### config.mk
export PLATFORM = sky130hd
export DESIGN_NAME = binary_rpc_body_parser
export DESIGN_NICKNAME = d
export VERILOG_FILES = /design/src/design/brpc_pkg.sv /design/src/design/brpc_in_reg.sv /design/src/design/brpc_core.sv /design/src/design/brpc_out_reg.sv /design/src/design/binary_rpc_body_parser.sv
export VERILOG_INCLUDE_DIRS = /design/src /design/src/design
export SDC_FILE = /design/constraint.sdc
export NUM_CORES = 1
export LEC_CHECK = 0
export ABC_AREA = 1
export BUFFER_PORTS_ARGS = -buffer_cell sky130_fd_sc_hd__buf_2
export CAP_MARGIN = 20
export CORE_ASPECT_RATIO = 1.75
export CORE_UTILIZATION = 56
export DETAILED_ROUTE_END_ITERATION = 16
export PLACE_DENSITY_LB_ADDON = 0.25
export SLEW_MARGIN = 20
export SYNTH_ARGS = -nofsm -noshare
export SYNTH_HDL_FRONTEND = slang
export SYNTH_SLANG_ARGS = --single-unit
### constraint.sdc
create_clock -name i_clk -period 5.22 [get_ports i_clk]
set_input_delay 0.261 -clock i_clk [delete_from_list [all_inputs] [get_ports i_clk]]
set_output_delay 0.261 -clock i_clk [all_outputs]
set_load 0.03 [all_outputs]
### src/design/assert_macros.svh
// ----------------------------------------------------------------------------
// Assertion macros
// Shared concurrent assertion wrappers, clocked on i_clk and held off in reset.
// ----------------------------------------------------------------------------
`ifndef ASSERT_MACROS_SVH
`define ASSERT_MACROS_SVH

// Check a property at every clock edge outside reset
`define BRPC_ASSERT(lbl, prop, msg) \
    lbl: assert property (@(posedge i_clk) disable iff (!i_rst_n) (prop)) \
        else $error(msg);

// Check a consequent in the cycle after its antecedent
`define BRPC_ASSERT_NEXT(lbl, ante, cons, msg) \
    lbl: assert property (@(posedge i_clk) disable iff (!i_rst_n) (ante) |=> (cons)) \
        else $error(msg);

`endif

### src/design/brpc_pkg.sv
// ----------------------------------------------------------------------------
// Binary RPC body parser package
// Widths, phase codes, byte classes, status codes and shared types.
// ----------------------------------------------------------------------------
package brpc_pkg;

    localparam int DATA_W   = 8;
    localparam int ID_W     = 64;
    localparam int LEN_W    = 32;
    localparam int CNT_W    = 3;
    localparam int PHASE_W  = 4;
    localparam int CLASS_W  = 3;
    localparam int STATUS_W = 2;
    localparam int TDATA_W  = 80;

    // Parse phases
    localparam logic [PHASE_W-1:0] PH_VER    = 4'd0;
    localparam logic [PHASE_W-1:0] PH_MLEN   = 4'd1;
    localparam logic [PHASE_W-1:0] PH_METHOD = 4'd2;
    localparam logic [PHASE_W-1:0] PH_PLEN   = 4'd3;
    localparam logic [PHASE_W-1:0] PH_PARAMS = 4'd4;
    localparam logic [PHASE_W-1:0] PH_QID    = 4'd5;
    localparam logic [PHASE_W-1:0] PH_SID    = 4'd6;
    localparam logic [PHASE_W-1:0] PH_HASRES = 4'd7;
    localparam logic [PHASE_W-1:0] PH_RLEN   = 4'd8;
    localparam logic [PHASE_W-1:0] PH_RES    = 4'd9;
    localparam logic [PHASE_W-1:0] PH_HASERR = 4'd10;
    localparam logic [PHASE_W-1:0] PH_ELEN   = 4'd11;
    localparam logic [PHASE_W-1:0] PH_ERR    = 4'd12;
    localparam logic [PHASE_W-1:0] PH_DONE   = 4'd13;
    localparam logic [PHASE_W-1:0] PH_FAIL   = 4'd14;

    // Byte classes
    localparam logic [CLASS_W-1:0] CLS_FRAME   = 3'd0;
    localparam logic [CLASS_W-1:0] CLS_METHOD  = 3'd1;
    localparam logic [CLASS_W-1:0] CLS_PARAMS  = 3'd2;
    localparam logic [CLASS_W-1:0] CLS_RESULT  = 3'd3;
    localparam logic [CLASS_W-1:0] CLS_ERROR   = 3'd4;
    localparam logic [CLASS_W-1:0] CLS_IGNORED = 3'd5;

    // Completion status
    localparam logic [STATUS_W-1:0] ST_OK      = 2'd0;
    localparam logic [STATUS_W-1:0] ST_BAD_VER = 2'd1;
    localparam logic [STATUS_W-1:0] ST_TRUNC   = 2'd2;

    // Layout select
    localparam logic KIND_REQUEST  = 1'b0;
    localparam logic KIND_RESPONSE = 1'b1;

    localparam logic [DATA_W-1:0] VERSION_ONE = 8'd1;

    // Value of the byte counter on the final byte of each multi-byte field
    localparam logic [CNT_W-1:0] CNT_LAST_LEN16 = 3'd1;
    localparam logic [CNT_W-1:0] CNT_LAST_LEN32 = 3'd3;
    localparam logic [CNT_W-1:0] CNT_LAST_ID    = 3'd7;

    typedef struct packed {
        logic [DATA_W-1:0] data;
        logic              last;
    } t_item;

    typedef struct packed {
        logic [CLASS_W-1:0]  byte_class;
        logic [DATA_W-1:0]   payload_byte;
        logic                done_res;
        logic [STATUS_W-1:0] status;
        logic [ID_W-1:0]     body_id;
        logic                has_result_flag;
        logic                has_error_flag;
    } t_result;

endpackage

### src/design/brpc_in_reg.sv
// ----------------------------------------------------------------------------
// Input register
// Captures one body byte per transfer and holds it until the parser takes it.
// ----------------------------------------------------------------------------
module brpc_in_reg
    import brpc_pkg::*;
(
    input  logic   i_clk,
    input  logic   i_rst_n,
    input  logic   i_valid,
    output logic   o_ready,
    input  t_item  i_item,
    input  logic   i_adv,
    output logic   o_valid,
    output t_item  o_item
);

    logic  r_valid;
    t_item r_item;

    // Free when empty or when the held byte moves on this cycle
    assign o_ready = !r_valid || i_adv;

    // Track occupancy
    always_ff @(posedge i_clk) begin
        if (!i_rst_n) begin
            r_valid <= 1'b0;
        end else if (o_ready) begin
            r_valid <= i_valid;
        end
    end

    // Load the byte on a transfer
    always_ff @(posedge i_clk) begin
        if (o_ready && i_valid) begin
            r_item <= i_item;
        end
    end

    assign o_valid = r_valid;
    assign o_item  = r_item;

endmodule

### src/design/brpc_core.sv
// ----------------------------------------------------------------------------
// Parse core
// Phase tracking, length and id assembly, byte classification and status.
// ----------------------------------------------------------------------------
module brpc_core
    import brpc_pkg::*;
(
    input  logic               i_clk,
    input  logic               i_rst_n,
    input  logic               i_adv,
    input  t_item              i_item,
    input  logic               i_message_kind,
    output t_result            o_result,
    output logic [PHASE_W-1:0] o_phase
);

    logic [PHASE_W-1:0] r_phase, n_phase;
    logic [CNT_W-1:0]   r_cnt,   n_cnt;
    logic [LEN_W-1:0]   r_len,   n_len;
    logic [ID_W-1:0]    r_id,    n_id;
    logic               r_fail,  n_fail;
    logic [1:0]         r_flags, n_flags;

    logic [LEN_W-1:0]   shifted_len;
    logic [LEN_W-1:0]   dec_len;
    logic [ID_W-1:0]    shifted_id;
    logic [CNT_W-1:0]   cnt_inc;
    logic [CLASS_W-1:0] cls;
    logic [STATUS_W-1:0] status;

    assign shifted_len = {r_len[LEN_W-DATA_W-1:0], i_item.data};
    assign shifted_id  = {r_id[ID_W-DATA_W-1:0], i_item.data};
    assign dec_len     = (r_len != '0) ? (r_len - 32'd1) : '0;
    assign cnt_inc     = r_cnt + 3'd1;

    // Advance the parse by one byte
    always_comb begin
        n_phase = r_phase;
        n_cnt   = r_cnt;
        n_len   = r_len;
        n_id    = r_id;
        n_fail  = r_fail;
        n_flags = r_flags;
        cls     = CLS_FRAME;
        case (r_phase)
            PH_VER: begin
                n_cnt = '0;
                n_len = '0;
                n_id  = '0;
                if (i_item.data != VERSION_ONE) begin
                    n_fail  = 1'b1;
                    n_phase = PH_FAIL;
                end else if (i_message_kind == KIND_RESPONSE) begin
                    n_phase = PH_SID;
                end else begin
                    n_phase = PH_MLEN;
                end
            end
            PH_MLEN: begin
                n_len = shifted_len;
                if (r_cnt == CNT_LAST_LEN16) begin
                    n_cnt   = '0;
                    n_phase = (shifted_len != '0) ? PH_METHOD : PH_PLEN;
                end else begin
                    n_cnt = cnt_inc;
                end
            end
            PH_METHOD: begin
                cls   = CLS_METHOD;
                n_len = dec_len;
                if (dec_len == '0) begin
                    n_phase = PH_PLEN;
                end
            end
            PH_PLEN: begin
                n_len = shifted_len;
                if (r_cnt == CNT_LAST_LEN32) begin
                    n_cnt   = '0;
                    n_phase = (shifted_len != '0) ? PH_PARAMS : PH_QID;
                end else begin
                    n_cnt = cnt_inc;
                end
            end
            PH_PARAMS: begin
                cls   = CLS_PARAMS;
                n_len = dec_len;
                if (dec_len == '0) begin
                    n_phase = PH_QID;
                end
            end
            PH_QID, PH_SID: begin
                n_id = shifted_id;
                if (r_cnt == CNT_LAST_ID) begin
                    n_cnt   = '0;
                    n_phase = (r_phase == PH_QID) ? PH_DONE : PH_HASRES;
                end else begin
                    n_cnt = cnt_inc;
                end
            end
            PH_HASRES: begin
                n_len = '0;
                n_cnt = '0;
                if (i_item.data != '0) begin
                    n_flags[0] = 1'b1;
                    n_phase    = PH_RLEN;
                end else begin
                    n_phase = PH_HASERR;
                end
            end
            PH_RLEN: begin
                n_len = shifted_len;
                if (r_cnt == CNT_LAST_LEN32) begin
                    n_cnt   = '0;
                    n_phase = (shifted_len != '0) ? PH_RES : PH_HASERR;
                end else begin
                    n_cnt = cnt_inc;
                end
            end
            PH_RES: begin
                cls   = CLS_RESULT;
                n_len = dec_len;
                if (dec_len == '0) begin
                    n_phase = PH_HASERR;
                end
            end
            PH_HASERR: begin
                n_len = '0;
                n_cnt = '0;
                if (i_item.data != '0) begin
                    n_flags[1] = 1'b1;
                    n_phase    = PH_ELEN;
                end else begin
                    n_phase = PH_DONE;
                end
            end
            PH_ELEN: begin
                n_len = shifted_len;
                if (r_cnt == CNT_LAST_LEN32) begin
                    n_cnt   = '0;
                    n_phase = (shifted_len != '0) ? PH_ERR : PH_DONE;
                end else begin
                    n_cnt = cnt_inc;
                end
            end
            PH_ERR: begin
                cls   = CLS_ERROR;
                n_len = dec_len;
                if (dec_len == '0) begin
                    n_phase = PH_DONE;
                end
            end
            default: begin
                // Finished, failed or unused phase: drop the byte
                cls = CLS_IGNORED;
            end
        endcase

        // Final status from the state after this byte
        if (n_fail) begin
            status = ST_BAD_VER;
        end else if (n_phase == PH_DONE) begin
            status = ST_OK;
        end else begin
            status = ST_TRUNC;
        end

        // Build the result; status fields only on the last byte
        o_result.byte_class      = cls;
        o_result.payload_byte    = i_item.data;
        o_result.done_res        = i_item.last;
        o_result.status          = i_item.last ? status : ST_OK;
        o_result.body_id         = (i_item.last && status == ST_OK) ? n_id : '0;
        o_result.has_result_flag = i_item.last & n_flags[0];
        o_result.has_error_flag  = i_item.last & n_flags[1];

        // Return to the start of a body after the last byte
        if (i_item.last) begin
            n_phase = PH_VER;
            n_cnt   = '0;
            n_len   = '0;
            n_id    = '0;
            n_fail  = 1'b0;
            n_flags = '0;
        end
    end

    // Commit the parse state when a byte moves to the result register
    always_ff @(posedge i_clk) begin
        if (!i_rst_n) begin
            r_phase <= PH_VER;
            r_cnt   <= '0;
            r_len   <= '0;
            r_id    <= '0;
            r_fail  <= 1'b0;
            r_flags <= '0;
        end else if (i_adv) begin
            r_phase <= n_phase;
            r_cnt   <= n_cnt;
            r_len   <= n_len;
            r_id    <= n_id;
            r_fail  <= n_fail;
            r_flags <= n_flags;
        end
    end

    assign o_phase = r_phase;

endmodule

### src/design/brpc_out_reg.sv
// ----------------------------------------------------------------------------
// Result register
// Holds one classified byte until the downstream side takes it.
// ----------------------------------------------------------------------------
module brpc_out_reg
    import brpc_pkg::*;
(
    input  logic    i_clk,
    input  logic    i_rst_n,
    input  logic    i_in_valid,
    input  t_result i_result,
    output logic    o_adv,
    output logic    o_valid,
    input  logic    i_ready,
    output t_result o_result
);

    logic    r_valid;
    t_result r_result;

    // Move a byte in when the register is empty or is being drained
    assign o_adv = i_in_valid && (!r_valid || i_ready);

    always_ff @(posedge i_clk) begin
        if (!i_rst_n) begin
            r_valid <= 1'b0;
        end else if (o_adv) begin
            r_valid <= 1'b1;
        end else if (i_ready) begin
            r_valid <= 1'b0;
        end
    end

    // Load the result on advance
    always_ff @(posedge i_clk) begin
        if (o_adv) begin
            r_result <= i_result;
        end
    end

    assign o_valid  = r_valid;
    assign o_result = r_result;

endmodule

### src/design/binary_rpc_body_parser.sv
// ----------------------------------------------------------------------------
// Binary RPC body parser
// Path: each byte is registered in the input register, then in the result register.
// Throughput: one byte per cycle while m_axis_tready is high; the phase updates once per byte.
// Reset (i_rst_n low, synchronous): parse returns to the version byte, the
// layout register clears to request, and both pipeline registers empty.
// ----------------------------------------------------------------------------
`include "assert_macros.svh"

module binary_rpc_body_parser
    import brpc_pkg::*;
(
    input  logic               i_clk,
    input  logic               i_rst_n,
    // Layout register: bit 0 message_kind
    input  logic               i_cfg_wr_en,
    input  logic               i_cfg_wr_data,
    // Input stream
    input  logic               s_axis_tvalid,
    output logic               s_axis_tready,
    input  logic [DATA_W-1:0]  s_axis_tdata,   // [7:0] data_byte
    input  logic               s_axis_tlast,   // last_byte
    // Result stream
    output logic               m_axis_tvalid,
    input  logic               m_axis_tready,
    // [7:0] payload_byte, [9:8] status, [73:10] body_id,
    // [74] has_result_flag, [75] has_error_flag, [79:76] zero
    output logic [TDATA_W-1:0] m_axis_tdata,
    output logic               m_axis_tlast,   // done_res
    output logic [CLASS_W-1:0] m_axis_tuser    // [2:0] byte_class
);

    logic               r_message_kind;
    logic               in_valid;
    t_item              in_item;
    t_item              s_item;
    logic               adv;
    t_result            core_result;
    t_result            out_result;
    logic [PHASE_W-1:0] phase;

    // Layout register
    always_ff @(posedge i_clk) begin
        if (!i_rst_n) begin
            r_message_kind <= KIND_REQUEST;
        end else if (i_cfg_wr_en) begin
            r_message_kind <= i_cfg_wr_data;
        end
    end

    assign s_item.data = s_axis_tdata;
    assign s_item.last = s_axis_tlast;

    brpc_in_reg u_in_reg (
        .i_clk   (i_clk),
        .i_rst_n (i_rst_n),
        .i_valid (s_axis_tvalid),
        .o_ready (s_axis_tready),
        .i_item  (s_item),
        .i_adv   (adv),
        .o_valid (in_valid),
        .o_item  (in_item)
    );

    brpc_core u_core (
        .i_clk          (i_clk),
        .i_rst_n        (i_rst_n),
        .i_adv          (adv),
        .i_item         (in_item),
        .i_message_kind (r_message_kind),
        .o_result       (core_result),
        .o_phase        (phase)
    );

    brpc_out_reg u_out_reg (
        .i_clk      (i_clk),
        .i_rst_n    (i_rst_n),
        .i_in_valid (in_valid),
        .i_result   (core_result),
        .o_adv      (adv),
        .o_valid    (m_axis_tvalid),
        .i_ready    (m_axis_tready),
        .o_result   (out_result)
    );

    // Pack the result fields
    assign m_axis_tdata = {4'b0000,
                           out_result.has_error_flag,
                           out_result.has_result_flag,
                           out_result.body_id,
                           out_result.status,
                           out_result.payload_byte};
    assign m_axis_tlast = out_result.done_res;
    assign m_axis_tuser = out_result.byte_class;

    // Status fields stay clear on bytes that do not end the body
    `BRPC_ASSERT(a_not_done_clear,
        !(m_axis_tvalid && !m_axis_tlast) || (m_axis_tdata[TDATA_W-1:DATA_W] == '0),
        "status fields set on a byte that is not the last")

    // A failed body never reports an id
    `BRPC_ASSERT(a_fail_no_id,
        !(m_axis_tvalid && m_axis_tlast && m_axis_tdata[9:8] != ST_OK)
            || (m_axis_tdata[73:10] == '0),
        "id reported with a non-ok status")

    // The last byte of a body leaves the parser waiting for a version byte
    `BRPC_ASSERT_NEXT(a_last_restarts, adv && in_item.last, phase == PH_VER,
        "parse state not cleared after the last byte")

    // An empty result register never stalls the input side
    `BRPC_ASSERT(a_empty_accepts, m_axis_tvalid || s_axis_tready,
        "input stalled while the result register is empty")

endmodule
==> run_results.csv <==
group,metric,value,unit
run_status,status,"completed",
synthesis,syn_area_per_cell,8.43,µm²
timing,setup_viol,0,
timing,rsz0062_at_grt,"false",
worst_setup_path,regToRegSetupSlack,1.34,ns
drt,routed_wl,26600,µm
drt,drt-pass1-iter-count,5,
die,row_count,62,
timing,min_period,3.88,ns
placement,dp_hpwl,18100,µm
timing,drv_slew,0,
worst_setup_path,crit_path_cell_trace,"inv_1, ha_1, nand4_1, nor2_1, nand2_2, o21ai_0, nand2_1, nor2_1, nand2_1, nor2_1, nand2_1, nand2_1, nand2_1, nand2_2, nand4_4, buf_12, nor2_2",
worst_setup_path,cp_top_family,"simple AND/OR/NAND/NOR gates",
clock_network,htreeDepth,4,
hold_path,hold-path-cell-count,3,
die,core,16500,µm²
clock_network,path_clk_slew,0.07,ns
layout,nets,1228,
layout,area_growth_syn_to_layout,13.2,%
worst_setup_path,reg2reg_depth,17,
timing,worst_slew_pin_slew,1.06,ns
grt,grt_usage,0.312,
synthesis,synth_area,9550,µm²
synthesis,yosysSeqAreaShare,0.508,
timing,setup_tns,0,ns
timing,finClkSkew,0.0112,ns
worst_setup_path,worstPathArrival,4.19,ns
die,dieArea,17600,µm²
grt,overflow,0,
die,num_io_pins,101,
die,start_util,0.578,
drt,drt_iter0_drc,581,
grt,grt_pass1_wl,41200,µm
drt,top_layer,"met4",
synthesis,synth_cells,1133,
clock_network,clockBufferDepth,2,
placement,io_buffers,96,
timing,fin_ws,1.34,ns
worst_setup_path,r2r_end,"u_out_reg.o_result[57]",
timing,fmax,0.257,GHz
worst_setup_path,worstPathRequired,5.53,ns
synthesis,yosysTopAreaCell,"edfxtp_1",
worst_setup_path,path_max_fanout,34,
drt,wl_met2,14100,µm
clock_network,clk_latency,0.45,ns
timing,timing.final.crit_share,0.744,
placement,place_ws,1.41,ns
synthesis,synthTopCellsByArea,"edfxtp_1 (28%), dfxtp_1 (23%), nand2_1 (8.5%)",
clock_network,ctsResizeCount,0,
power,fin_total_pwr,3410,µW
placement,gp_congestion,0.937,
worst_setup_path,cp_slowest_cell,"nand4_4",
die,die_h,175,µm
drt,drc,0,
synthesis,synth_edf_count,89,
timing,hold_violations,0,
job,cap_violations,0,
worst_setup_path,max_stage_delay,0.54,ns
drt,wl_met3,1410,µm
power,leakage,0.00399,µW
power,p_per_area,316,nW/µm²
grt,grt_max_degree,74,
clock_network,root_buffer,"clkbuf_16",
drt,wl_met1,9290,µm
power,max-vdd-ir-drop,0.294,mV
hold_path,hold_start,"i_cfg_wr_data",
worst_setup_path,worstReg2RegStart,"u_core.r_len[0]",
grt,antenna_found_initial,0,
worst_setup_path,cpMostUsedCell,"nand2_1",
clock_network,cts_tree,"yes",
hold_path,whs_endpoint,"r_message_kind",
layout,layout-drive-gt1-share,0.179,
drt,final_antenna_net_count,0,
drt,via_per_inst,5.79,
layout,diodes,0,
layout,final_util,0.654,
drt,wl_per_cell,18.4,µm
worst_setup_path,cp-end-kind,"flip-flop",
hold_path,min_path_type,"in -> reg",
drt,route.vias.total,8360,
layout,design_area,10800,µm²
die,die_w,101,µm
grt,first_global_vias,8042,
worst_setup_path,crit_buf_inv,2,
synthesis,synth_top_cell_area_share,0.280,
clock_network,cts_made_buffers,17,
clock_network,clock-sinks,198,
worst_setup_path,crit_type,"reg -> reg",
placement,place_area,10100,µm²
synthesis,synthFlopType,"dfxtp_1",
worst_setup_path,start_kind,"flip-flop",
synthesis,synth_cell_types,35,
synthesis,async_flop_share,0,
timing,slew_headroom,0.294,
synthesis,synth.ff_latch_count,198,
synthesis,yosys_warnings,0,
[cells in the mapped netlist, types with 2 or more instances]
cell and instances:
nand2_2 4, nand2_1 217, inv_2 5, a21oi_1 53, o21ai_0 25, dfxtp_1 109, nand4_1 7, o32ai_1 2
nor3_1 10, nand3b_1 2, a2bb2oi_1 58, ha_1 7, buf_4 4, a211oi_1 3, buf_6 9, a22oi_1 57
nand3_1 46, buf_1 2, o21bai_1 6, nor2_1 175, inv_1 89, edfxtp_1 89, o22ai_1 32, nor2_2 64
clkbuf_1 48
[flip-flops by register name (all words and copies together) (netlist names)]
register and cells:
u_core.r_id 64, u_core.r_cnt 3, u_core.o_phase 4, u_core.r_flags 2, u_out_reg.o_result 80, r_message_kind 1, u_out_reg.o_valid 1, u_in_reg.o_item 9
u_core.r_fail 1, u_in_reg.o_valid 1, u_core.r_len 32
[power breakdown]
part	internal [µW]	total [µW]	switching [µW]
Combinational	95.9	382	287
Clock	757	1360	604
Sequential	1650	1670	17.5
Total	2510	3410	908
[layer usage]
| metal | up-vias | track usage |
|---|---|---|
| met5 | - | 0 |
| met4 | 0 | 0.217 |
| met3 | 96 | 0.0676 |
| met2 | 297 | 0.547 |
| met1 | 3977 | 0.325 |
| li1 | 3990 | - |
[layout make-up]
type,instances,area [µm²]
tap,224,280
clock inverter,15,175
timing repair buffer,114,651
clock buffer,17,425
inverter,95,358
sequential,198,4850
multi-input combinational,780,4070
fill,1420,5710
[worst register-to-register path, cell delays in order, from the launching register on]
cell and delay (ns):
dfxtp_1 0.34, inv_1 0.14, ha_1 0.16, nand4_1 0.25, nor2_1 0.21, nand2_2 0.42, o21ai_0 0.30, nand2_1 0.08
nor2_1 0.18, nand2_1 0.08, nor2_1 0.16, nand2_1 0.10, nand2_1 0.06, nand2_1 0.06, nand2_2 0.10, nand4_4 0.54
buf_12 0.44, nor2_2 0.14
[worst max-delay path by stage]
stage | startpoint | end | slack, ns | depth (start not counted)
floorplan | u_out_reg.o_valid | u_core.r_len[10] | 1.98 | 8
global placement | u_core.r_len[12] | u_out_reg.o_result[65] | 1.44 | 18
detailed placement | u_core.r_len[0] | u_out_reg.o_result[65] | 1.41 | 17
CTS | u_core.r_len[0] | u_out_reg.o_result[48] | 1.38 | 17
global route | u_core.r_len[15] | u_out_reg.o_result[65] | 1.00 | 18
finish | u_core.r_len[0] | u_out_reg.o_result[57] | 1.34 | 17
[kinds of logic (layout without fill, tap and decap cells)]
logic type / count (synthesis) / count (layout) / share of synthesized area
AOI/OAI and AO/OA: 240 / 240 / 0.172
buffers and inverters: 158 / 241 / 0.0707
and+or+nand+nor: 528 / 528 / 0.238
other: 1 / 4 / 0.000392
xor gates and xnor gates: 1 / 1 / 0.000917
DFF: 198 / 198 / 0.508
adders and majority gates: 7 / 7 / 0.00917
[timing repair]
item | 4_1_cts | 5_1_grt
buffers inserted | 0 | 0
hold buffers | 9 | 0
hold endpoints to repair | 9 | 0
[layout by cell type, fill, tap and decap left out, types with 8 or more instances in the layout]
master	netlist	layout
o21ai_0	25	25
a2bb2oi_1	58	58
a21oi_1	53	53
nor2_2	64	65
nand2_1	217	214
nand3_1	46	46
clkbuf_16	0	17
edfxtp_1	89	89
a22oi_1	57	57
dlygate4sd3_1	0	9
dfxtp_1	109	109
nor3_1	10	10
inv_1	89	88
buf_2	0	96
nor2_1	175	173
o22ai_1	32	32
buf_4	4	8
[through the flow]
step | std cells | hold WS [ns]
2_1_floorplan | 1136 | 0.360
3_3_place_gp | 1402 | 0.439
3_5_place_dp | 1402 | 0.439
4_1_cts | 1443 | 0.0452
5_1_grt | 1443 | 0.0659
6_report | 1443 | 0.0497
No activity file was read; power rests on OpenSTA's default activity.
